===== config.mk =====
export PLATFORM = sky130hd
export DESIGN_NAME = delta_list_task_scheduler_top
export DESIGN_NICKNAME = d
export VERILOG_FILES = /design/src/design/dls_pkg.sv /design/src/design/dls_ram.sv /design/src/design/dls_alu.sv /design/src/design/dls_seq.sv /design/src/design/delta_list_task_scheduler_top.sv
export SDC_FILE = /design/constraint.sdc
export NUM_CORES = 1
export LEC_CHECK = 0
export BUFFER_PORTS_ARGS = -buffer_cell sky130_fd_sc_hd__clkbuf_2
export CAP_MARGIN = 5
export CORE_MARGIN = 3
export CORE_UTILIZATION = 65
export CTS_BUF_LIST = sky130_fd_sc_hd__clkbuf_2
export DETAILED_ROUTE_END_ITERATION = 10
export MAX_ROUTING_LAYER = met4
export PLACE_DENSITY = 0.82
export SKIP_CTS_REPAIR_TIMING = 1
export SLEW_MARGIN = 5
export SYNTH_ARGS = -nofsm -noshare
export SYNTH_HDL_FRONTEND = slang
export SYNTH_HIERARCHICAL = 1
export SYNTH_SLANG_ARGS = --single-unit

===== constraint.sdc =====
create_clock -name clk -period 9.56 [get_ports clk]
set_clock_uncertainty 0.15 [all_clocks]
set_input_delay 0 -clock clk [delete_from_list [all_inputs] [get_ports clk]]
set_output_delay 0 -clock clk [all_outputs]
set_load 0.01 [all_outputs]

===== src/design/dls_pkg.sv =====
// ----------------------------------------------------------------------------
// dls_pkg
// Types, codes and defaults shared by the delta list task scheduler.
// ----------------------------------------------------------------------------
`default_nettype none

package dls_pkg;

  localparam int DEFAULT_MAX_TASKS = 16;
  localparam int TASK_W            = 8;
  localparam int DELTA_W           = 16;
  localparam int PEND_W            = 5;

  // Command codes
  localparam logic [1:0] CMD_TICK     = 2'd0;
  localparam logic [1:0] CMD_ADD      = 2'd1;
  localparam logic [1:0] CMD_DISPATCH = 2'd2;

  // Status codes
  localparam logic [1:0] ST_DONE    = 2'd0;
  localparam logic [1:0] ST_FULL    = 2'd1;
  localparam logic [1:0] ST_NOREADY = 2'd2;

  typedef struct packed {
    logic [1:0]         cmd;
    logic [TASK_W-1:0]  task_id;
    logic [DELTA_W-1:0] delay_ticks;
    logic [DELTA_W-1:0] period_ticks;
  } cmd_item_t;

  typedef struct packed {
    logic [1:0]        status;
    logic              run_valid;
    logic [TASK_W-1:0] run_task_id;
    logic [PEND_W-1:0] pending_count;
  } rsp_item_t;

  // One list entry as stored in the slot memory
  typedef struct packed {
    logic [TASK_W-1:0]  tag;
    logic [DELTA_W-1:0] delta;
    logic [DELTA_W-1:0] period;
  } slot_t;

  typedef enum logic [3:0] {
    S_IDLE,
    S_TICK_WR,
    S_INS_START,
    S_WALK,
    S_SHIFT_RD,
    S_SHIFT_WR,
    S_INS_WR,
    S_POP_HEAD,
    S_POP_RD,
    S_POP_WR,
    S_DONE
  } state_t;

endpackage

`default_nettype wire


===== src/design/dls_ram.sv =====
// ----------------------------------------------------------------------------
// dls_ram
// Slot memory: one write port, one read port with registered read data.
// ----------------------------------------------------------------------------
`default_nettype none

module dls_ram
  import dls_pkg::*;
#(
  parameter int DEPTH = DEFAULT_MAX_TASKS,
  localparam int IDX_W = (DEPTH > 1) ? $clog2(DEPTH) : 1
) (
  input  wire logic             clk,
  input  wire logic             we,
  input  wire logic [IDX_W-1:0] waddr,
  input  wire slot_t            wdata,
  input  wire logic             re,
  input  wire logic [IDX_W-1:0] raddr,
  output slot_t                 rdata
);

  slot_t mem [DEPTH];

  // Write port
  always_ff @(posedge clk) begin
    if (we) begin
      mem[waddr] <= wdata;
    end
  end

  // Registered read port
  always_ff @(posedge clk) begin
    if (re) begin
      rdata <= mem[raddr];
    end
  end

endmodule

`default_nettype wire


===== src/design/dls_alu.sv =====
// ----------------------------------------------------------------------------
// dls_alu
// Shared compare and subtract unit: a >= b and the distance |a - b|.
// ----------------------------------------------------------------------------
`default_nettype none

module dls_alu
  import dls_pkg::*;
(
  input  wire logic [DELTA_W-1:0] a,
  input  wire logic [DELTA_W-1:0] b,
  output logic                    ge,
  output logic [DELTA_W-1:0]      diff
);

  // Compare once, subtract the smaller operand from the larger
  always_comb begin
    ge   = (a >= b);
    diff = ge ? (a - b) : (b - a);
  end

endmodule

`default_nettype wire


===== src/design/dls_seq.sv =====
// ----------------------------------------------------------------------------
// dls_seq
// Sequencer: walks, shifts and updates the delta list one slot at a time
// through the slot memory, and holds the result item register.
// ----------------------------------------------------------------------------
`default_nettype none

module dls_seq
  import dls_pkg::*;
#(
  parameter int MAX_TASKS = DEFAULT_MAX_TASKS,
  localparam int IDX_W = (MAX_TASKS > 1) ? $clog2(MAX_TASKS) : 1,
  localparam int CNT_W = $clog2(MAX_TASKS + 1)
) (
  input  wire logic             clk,
  input  wire logic             rst,
  input  wire logic             cmd_valid,
  output logic                  cmd_ready,
  input  wire cmd_item_t        cmd_item,
  output logic                  rsp_valid,
  input  wire logic             rsp_ready,
  output rsp_item_t             rsp_item,
  output logic                  ram_we,
  output logic [IDX_W-1:0]      ram_waddr,
  output slot_t                 ram_wdata,
  output logic                  ram_re,
  output logic [IDX_W-1:0]      ram_raddr,
  input  wire slot_t            ram_rdata
);

  localparam logic [CNT_W-1:0] FULL_COUNT = CNT_W'(MAX_TASKS);
  localparam logic [CNT_W-1:0] ONE        = CNT_W'(1);

  // Control registers
  state_t           state, state_next;
  logic [CNT_W-1:0] count, count_next;
  logic             head_ready, head_ready_next;
  logic             rsp_valid_next;

  // Working registers
  logic [CNT_W-1:0]   k, k_next;
  logic [CNT_W-1:0]   pos, pos_next;
  logic [DELTA_W-1:0] rest, rest_next;
  logic [TASK_W-1:0]  ins_task, ins_task_next;
  logic [DELTA_W-1:0] ins_period, ins_period_next;
  logic               reinsert, reinsert_next;
  logic [1:0]         status, status_next;
  logic               run_valid, run_valid_next;
  logic [TASK_W-1:0]  run_tag, run_tag_next;
  rsp_item_t          rsp_item_next;

  // Shared unit
  logic [DELTA_W-1:0] alu_a, alu_b, alu_diff;
  logic               alu_ge;

  logic [CNT_W-1:0] k_inc, k_dec;

  dls_alu u_alu (
    .a    (alu_a),
    .b    (alu_b),
    .ge   (alu_ge),
    .diff (alu_diff)
  );

  assign k_inc     = k + ONE;
  assign k_dec     = k - ONE;
  assign cmd_ready = (state == S_IDLE);

  // Next state, memory controls and working register updates
  always_comb begin
    state_next      = state;
    count_next      = count;
    head_ready_next = head_ready;
    k_next          = k;
    pos_next        = pos;
    rest_next       = rest;
    ins_task_next   = ins_task;
    ins_period_next = ins_period;
    reinsert_next   = reinsert;
    status_next     = status;
    run_valid_next  = run_valid;
    run_tag_next    = run_tag;
    rsp_item_next   = rsp_item;
    rsp_valid_next  = rsp_valid;
    ram_we          = 1'b0;
    ram_waddr       = '0;
    ram_wdata       = ram_rdata;
    ram_re          = 1'b0;
    ram_raddr       = '0;
    alu_a           = rest;
    alu_b           = ram_rdata.delta;

    // Drop the result once taken
    if (rsp_valid && rsp_ready) begin
      rsp_valid_next = 1'b0;
    end

    unique case (state)
      S_IDLE: begin
        if (cmd_valid) begin
          status_next    = ST_DONE;
          run_valid_next = 1'b0;
          run_tag_next   = '0;
          unique case (cmd_item.cmd)
            CMD_TICK: begin
              if (count != '0) begin
                ram_re     = 1'b1;
                state_next = S_TICK_WR;
              end else begin
                state_next = S_DONE;
              end
            end
            CMD_ADD: begin
              if (count == FULL_COUNT) begin
                status_next = ST_FULL;
                state_next  = S_DONE;
              end else begin
                ins_task_next   = cmd_item.task_id;
                rest_next       = cmd_item.delay_ticks;
                ins_period_next = cmd_item.period_ticks;
                state_next      = S_INS_START;
              end
            end
            CMD_DISPATCH: begin
              if (count != '0 && head_ready) begin
                ram_re     = 1'b1;
                state_next = S_POP_HEAD;
              end else begin
                status_next = ST_NOREADY;
                state_next  = S_DONE;
              end
            end
            default: begin
              state_next = S_DONE;
            end
          endcase
        end
      end

      // Count down the head, or mark it ready at zero
      S_TICK_WR: begin
        alu_a = ram_rdata.delta;
        alu_b = DELTA_W'(1);
        if (ram_rdata.delta == '0) begin
          head_ready_next = 1'b1;
        end else begin
          ram_we          = 1'b1;
          ram_wdata.delta = alu_diff;
        end
        state_next = S_DONE;
      end

      S_INS_START: begin
        k_next   = '0;
        pos_next = count;
        if (count == '0) begin
          state_next = S_INS_WR;
        end else begin
          ram_re     = 1'b1;
          state_next = S_WALK;
        end
      end

      // Pass entries due no later than the new one, else shorten this one
      S_WALK: begin
        if (alu_ge) begin
          rest_next = alu_diff;
          k_next    = k_inc;
          if (k_inc == count) begin
            pos_next   = count;
            state_next = S_INS_WR;
          end else begin
            ram_re     = 1'b1;
            ram_raddr  = k_inc[IDX_W-1:0];
          end
        end else begin
          ram_we          = 1'b1;
          ram_waddr       = k[IDX_W-1:0];
          ram_wdata.delta = alu_diff;
          pos_next        = k;
          k_next          = count;
          state_next      = S_SHIFT_RD;
        end
      end

      // Open a gap at pos, moving entries up from the tail
      S_SHIFT_RD: begin
        if (k == pos) begin
          state_next = S_INS_WR;
        end else begin
          ram_re     = 1'b1;
          ram_raddr  = k_dec[IDX_W-1:0];
          state_next = S_SHIFT_WR;
        end
      end

      S_SHIFT_WR: begin
        ram_we     = 1'b1;
        ram_waddr  = k[IDX_W-1:0];
        k_next     = k_dec;
        state_next = S_SHIFT_RD;
      end

      S_INS_WR: begin
        ram_we           = 1'b1;
        ram_waddr        = pos[IDX_W-1:0];
        ram_wdata.tag    = ins_task;
        ram_wdata.delta  = rest;
        ram_wdata.period = ins_period;
        count_next       = count + ONE;
        state_next       = S_DONE;
      end

      // Hand out the head and keep it for a periodic re-insert
      S_POP_HEAD: begin
        run_valid_next  = 1'b1;
        run_tag_next    = ram_rdata.tag;
        ins_task_next   = ram_rdata.tag;
        rest_next       = ram_rdata.period;
        ins_period_next = ram_rdata.period;
        reinsert_next   = (ram_rdata.period != '0);
        head_ready_next = 1'b0;
        k_next          = '0;
        state_next      = S_POP_RD;
      end

      // Close the gap at the head, moving entries down
      S_POP_RD: begin
        if (k_inc < count) begin
          ram_re     = 1'b1;
          ram_raddr  = k_inc[IDX_W-1:0];
          state_next = S_POP_WR;
        end else begin
          count_next = count - ONE;
          state_next = reinsert ? S_INS_START : S_DONE;
        end
      end

      S_POP_WR: begin
        ram_we     = 1'b1;
        ram_waddr  = k[IDX_W-1:0];
        k_next     = k_inc;
        state_next = S_POP_RD;
      end

      // Load the result register once it is free
      S_DONE: begin
        if (!rsp_valid || rsp_ready) begin
          rsp_valid_next              = 1'b1;
          rsp_item_next.status        = status;
          rsp_item_next.run_valid     = run_valid;
          rsp_item_next.run_task_id   = run_tag;
          rsp_item_next.pending_count = PEND_W'(count);
          state_next                  = S_IDLE;
        end
      end

      default: begin
        state_next = S_IDLE;
      end
    endcase
  end

  // Control state
  always_ff @(posedge clk) begin
    if (rst) begin
      state      <= S_IDLE;
      count      <= '0;
      head_ready <= 1'b0;
      rsp_valid  <= 1'b0;
    end else begin
      state      <= state_next;
      count      <= count_next;
      head_ready <= head_ready_next;
      rsp_valid  <= rsp_valid_next;
    end
  end

  // Working and result payload
  always_ff @(posedge clk) begin
    k          <= k_next;
    pos        <= pos_next;
    rest       <= rest_next;
    ins_task   <= ins_task_next;
    ins_period <= ins_period_next;
    reinsert   <= reinsert_next;
    status     <= status_next;
    run_valid  <= run_valid_next;
    run_tag    <= run_tag_next;
    rsp_item   <= rsp_item_next;
  end

  // The list never holds more than its capacity
  a_count_max: assert property (@(posedge clk) disable iff (rst)
    count <= FULL_COUNT)
    else $error("entry count above capacity");

  // Only a non-empty list can have a ready head
  a_ready_nonempty: assert property (@(posedge clk) disable iff (rst)
    head_ready |-> count != '0)
    else $error("head ready on empty list");

  // No slot is written while waiting for a command
  a_idle_no_write: assert property (@(posedge clk) disable iff (rst)
    state == S_IDLE |-> !ram_we)
    else $error("slot write while idle");

  // A handed-out task always comes with a done status
  a_run_status: assert property (@(posedge clk) disable iff (rst)
    rsp_valid && rsp_item.run_valid |-> rsp_item.status == ST_DONE)
    else $error("run task with failing status");

  // The count moves by at most one per cycle
  a_count_step: assert property (@(posedge clk) disable iff (rst)
    count != $past(count) |-> (count == $past(count) + ONE) ||
                              (count == $past(count) - ONE))
    else $error("entry count jumped");

endmodule

`default_nettype wire


===== src/design/delta_list_task_scheduler_top.sv =====
// Tick reads the head and writes it back one lower, or marks it ready at zero; add walks
//   past the entries due no later than the new one, then shifts each later entry up by one slot.
// Dispatch pops the head and moves the rest down; a periodic task is then re-inserted as an add.
// One item at a time: the slot memory (one read, one write port) and shared compare/subtract set the pace.
// A finished result waits in an output register while the next item is accepted.
// Reset (rst, synchronous): list empty, head not ready; slot contents are not cleared.
// ----------------------------------------------------------------------------
// delta_list_task_scheduler_top
// Delta-queue task scheduler: tick, add and dispatch over a time-ordered list.
// ----------------------------------------------------------------------------
`default_nettype none

module delta_list_task_scheduler_top
  import dls_pkg::*;
#(
  parameter int MAX_TASKS = DEFAULT_MAX_TASKS
) (
  input  wire logic      clk,
  input  wire logic      rst,
  input  wire logic      cmd_valid,
  output logic           cmd_ready,
  input  wire cmd_item_t cmd_item,
  output logic           rsp_valid,
  input  wire logic      rsp_ready,
  output rsp_item_t      rsp_item
);

  localparam int IDX_W = (MAX_TASKS > 1) ? $clog2(MAX_TASKS) : 1;

  logic             ram_we;
  logic [IDX_W-1:0] ram_waddr;
  slot_t            ram_wdata;
  logic             ram_re;
  logic [IDX_W-1:0] ram_raddr;
  slot_t            ram_rdata;

  // Sequencer
  dls_seq #(
    .MAX_TASKS (MAX_TASKS)
  ) u_seq (
    .clk       (clk),
    .rst       (rst),
    .cmd_valid (cmd_valid),
    .cmd_ready (cmd_ready),
    .cmd_item  (cmd_item),
    .rsp_valid (rsp_valid),
    .rsp_ready (rsp_ready),
    .rsp_item  (rsp_item),
    .ram_we    (ram_we),
    .ram_waddr (ram_waddr),
    .ram_wdata (ram_wdata),
    .ram_re    (ram_re),
    .ram_raddr (ram_raddr),
    .ram_rdata (ram_rdata)
  );

  // Slot memory
  dls_ram #(
    .DEPTH (MAX_TASKS)
  ) u_ram (
    .clk   (clk),
    .we    (ram_we),
    .waddr (ram_waddr),
    .wdata (ram_wdata),
    .re    (ram_re),
    .raddr (ram_raddr),
    .rdata (ram_rdata)
  );

endmodule

`default_nettype wire


==> flow_metrics.py <==
metrics = {
    "run_status": {
        "outcome": "complete, no violations",
    },
    "yosys": {
        "syn-num-nets": 1960,
        "netlist_instances": 1866,
        "ys_ff_latch": 769,
        "yosysSeqAreaShare": 0.701,
        "ys_warn_count": 6,
        "netlist_area_sq_mm": 0.0328,
        "ys.flop_type": "edfxtp_1",
        "synthArstFlopShare": 0,
        "avgSynthCellArea_sq_um": 17.6,
        "synth_cell_types": 71,
        "synth_edf_count": 758,
    },
    "worst_setup_path": {
        "arrival_ns": 7.92,
        "crit_fanout": 107,
        "slowest_stage": "mux2_8",
        "cpPeakStageDelay_ns": 0.83,
        "r2r_start": "u_seq/state[3]",
        "worstSetupEndpointType": "flip-flop",
        "required_ns": 10.45,
        "cp_top_family": "multiplexers",
        "critPathKind": "reg -> reg",
        "worst_setup_path_start_kind": "flip-flop",
        "path_cells": "nand2b_2 > nor3_4 > buf_4 > mux2_2 > inv_1 > ha_1 > nand3_1 > nor3_1 > nand2_1 > nand3_2 > a21oi_4 > inv_2 > o2111ai_1 > o31ai_2 > mux2_8 > buf_4 > mux4_2 > a22oi_1 > nand2_1",
        "crit_buf_inv": 4,
        "worstSetupStartpoint": "u_seq/state[3]",
    },
    "detailed_routing": {
        "drt-pass1-iter-count": 5,
        "drcViolationCount": 0,
        "wl_met2_mm": 39.7,
        "top_layer": "met4",
        "vias_per_cell": 6.55,
        "wl_met1_mm": 30.3,
        "ant_nets": 0,
        "drtIter0Drc": 2613,
        "dr_wl_met3_mm": 9.54,
        "dr_total_vias": 19405,
        "drt-total-wl_mm": 82.6,
        "post_drt_wl_per_cell_um": 27.9,
    },
    "grt": {
        "track_usage": 0.317,
        "grt_overflow": 0,
        "grt_pass1_vias": 19166,
        "antenna_found_initial": 2,
        "grt_max_degree": 115,
        "grt_pass1_wl_mm": 119,
    },
    "clocking": {
        "cts_tree": "yes",
        "clk_path_buf_depth": 3,
        "numClockSinks": 769,
        "root_buffer": "clkbuf_2",
        "cts_made_buffers": 179,
        "clkLatencyLatePin_ns": 1.33,
        "htree_levels": 4,
        "clk_pin_slew_ns": 0.11,
    },
    "floorplanning": {
        "initial_core_util": 0.664,
        "coreArea_sq_mm": 0.0494,
        "die-height_um": 231,
        "placementRows": 81,
        "pin_count": 64,
        "fp.dieW_um": 231,
        "dieArea_sq_mm": 0.0532,
    },
    "final_layout": {
        "nets": 2264,
        "final_layout_size_suffix_gt1_frac": 0.232,
        "syn_to_final_growth_pct": 11.6,
        "utilization": 0.741,
    },
    "power": {
        "p_sw_uw": 3620,
        "swShare": 0.363,
        "seq_power_share": 0.475,
        "p_leak_uw": 0.0127,
        "p_int_uw": 6350,
        "p_per_area_mw_per_mm2": 272,
        "combPwrFrac": 0.317,
        "clkPwrFrac": 0.208,
        "vdd_drop_max_uv": 182,
    },
    "timing": {
        "setup_slack_ns": 2.53,
        "setup_tns_ns": 0,
        "holdWs_ns": 0.0341,
        "period_minus_slack_ns": 7.03,
        "worstMarginPinSlew_ns": 1.12,
        "slew-limit-headroom": 0.251,
        "hold_viol": 0,
        "fmax_ghz": 0.142,
        "min_period_over_period": 0.735,
        "report.final.setup_viol": 0,
        "rsz0062_at_grt": "false",
        "slew_viol_final": 0,
    },
    "placement": {
        "gp_congestion": 0.876,
        "dpl.hpwl_mm": 46.0,
        "pre_cts_ws_ns": 2.76,
        "numPortBuffers": 63,
    },
    "run": {
        "max_cap_violations": 0,
    },
    "min_path": {
        "hold_class": "in -> reg",
        "min_from": "cmd_item[23]",
    },
}
## worst reg2reg max path: cells and delay by family (launching register included)
family	cells	cell delay, ns
and+or+nand+nor	7	1.19
AOI/OAI and AO/OA	4	1.07
muxes	3	1.60
adders and majority gates	1	0.44
DFF	1	0.80
buffers and inverters	4	1.50
## layout make-up
class / instances / area [sq um]
inverters: 59 / 221
diodes: 2 / 5.00
fillers: 2875 / 12800
multi-input cells: 937 / 9100
repair buffers: 224 / 1850
clock buffers: 254 / 1270
flip-flops and latches: 769 / 23000
well taps: 664 / 831
clock inverters: 53 / 324
## cell families after synthesis
logic type	Yosys count	synth area share
mux	212	0.133
compound gates	277	0.0596
flops	769	0.701
fa+ha+maj	48	0.0190
simple gates	374	0.0529
buf+inv	160	0.0269
xor+xnor	26	0.00695
## through the flow
stage                     cell area (sq um)  total power (uW)  cells
after floorplan                       32800              6800   1866
after global placement                33700              7720   2526
after detailed placement              33700              7820   2526
after CTS                             35300              9860   2833
after global routing                  36600             10500   2962
final                                 36600              9970   2962
## routing by layer
metal  vias up  GRT usage
met5         -          -
met3       227     0.0700
met1      9568      0.436
met4         0      0.115
met2      1442      0.478
li1       8168          -
## layout by cell type (no fill, tap or decap), drive strengths merged, types with 18 or more instances in the layout
master,instances
inv,65
dlygate4sd3,127
a21o,24
a221o,18
a22oi,82
nor2,36
a21oi,50
edfxtp,758
clkinv,42
nand2,210
mux2,18
mux4,160
clkbuf,317
nor2b,38
ha,45
o21ai,58
mux2i,34
buf,34
## path summary, 6_finish.rpt
kind | cells after the start | end | slack (ns)
hold reg to reg | 0 | u_seq/rsp_item[7] | 0.28
hold / removal | 5 | u_seq/rest[7] | 0.03
setup reg to reg | 19 | u_ram/rdata[10] | 2.53
setup / recovery | 19 | u_ram/rdata[10] | 2.53
## synth_stat cells, drive strengths merged (4+ instances only)
cell type	number	area (sq um)
xnor2	16	140
or2	6	37.5
nor2b	38	238
nor4	9	56.3
nand4	5	31.3
a21oi	50	280
a221oi	4	52.6
mux4	160	3830
o21a	7	52.6
o21ai	58	298
nor3	15	91.3
and3	4	25.0
dfxtp	11	220
mux2	18	203
a22o	5	43.8
a22oi	82	616
and2	11	68.8
mux2i	34	340
ha	45	563
nand2	210	791
inv	59	221
a221o	18	180
o22ai	5	31.3
nand3	16	90.1
buf	55	488
clkbuf	46	173
a21o	24	180
xor2	10	87.6
nor2	36	138
o221ai	5	50.0
edfxtp	758	22800
nand2b	11	71.3
## power groups by stage
stage,logic (uW),registers (uW),clock network (uW)
2_1_floorplan,2150,4650,0
3_3_place_gp,2930,4790,0
3_5_place_dp,3020,4800,0
4_1_cts,3040,4720,2100
5_1_grt,3400,4760,2300
6_report,3160,4740,2070
## state kept, by name (all words and copies together), names as in the netlist, 8 cells and up
register / cells
u_ram/rdata: 40
u_seq/ins_task: 8
u_seq/rest: 16
u_ram/mem: 640
u_seq/run_tag: 8
u_seq/ins_period: 16
u_seq/rsp_item: 16
(Power assumes the default switching activity.)
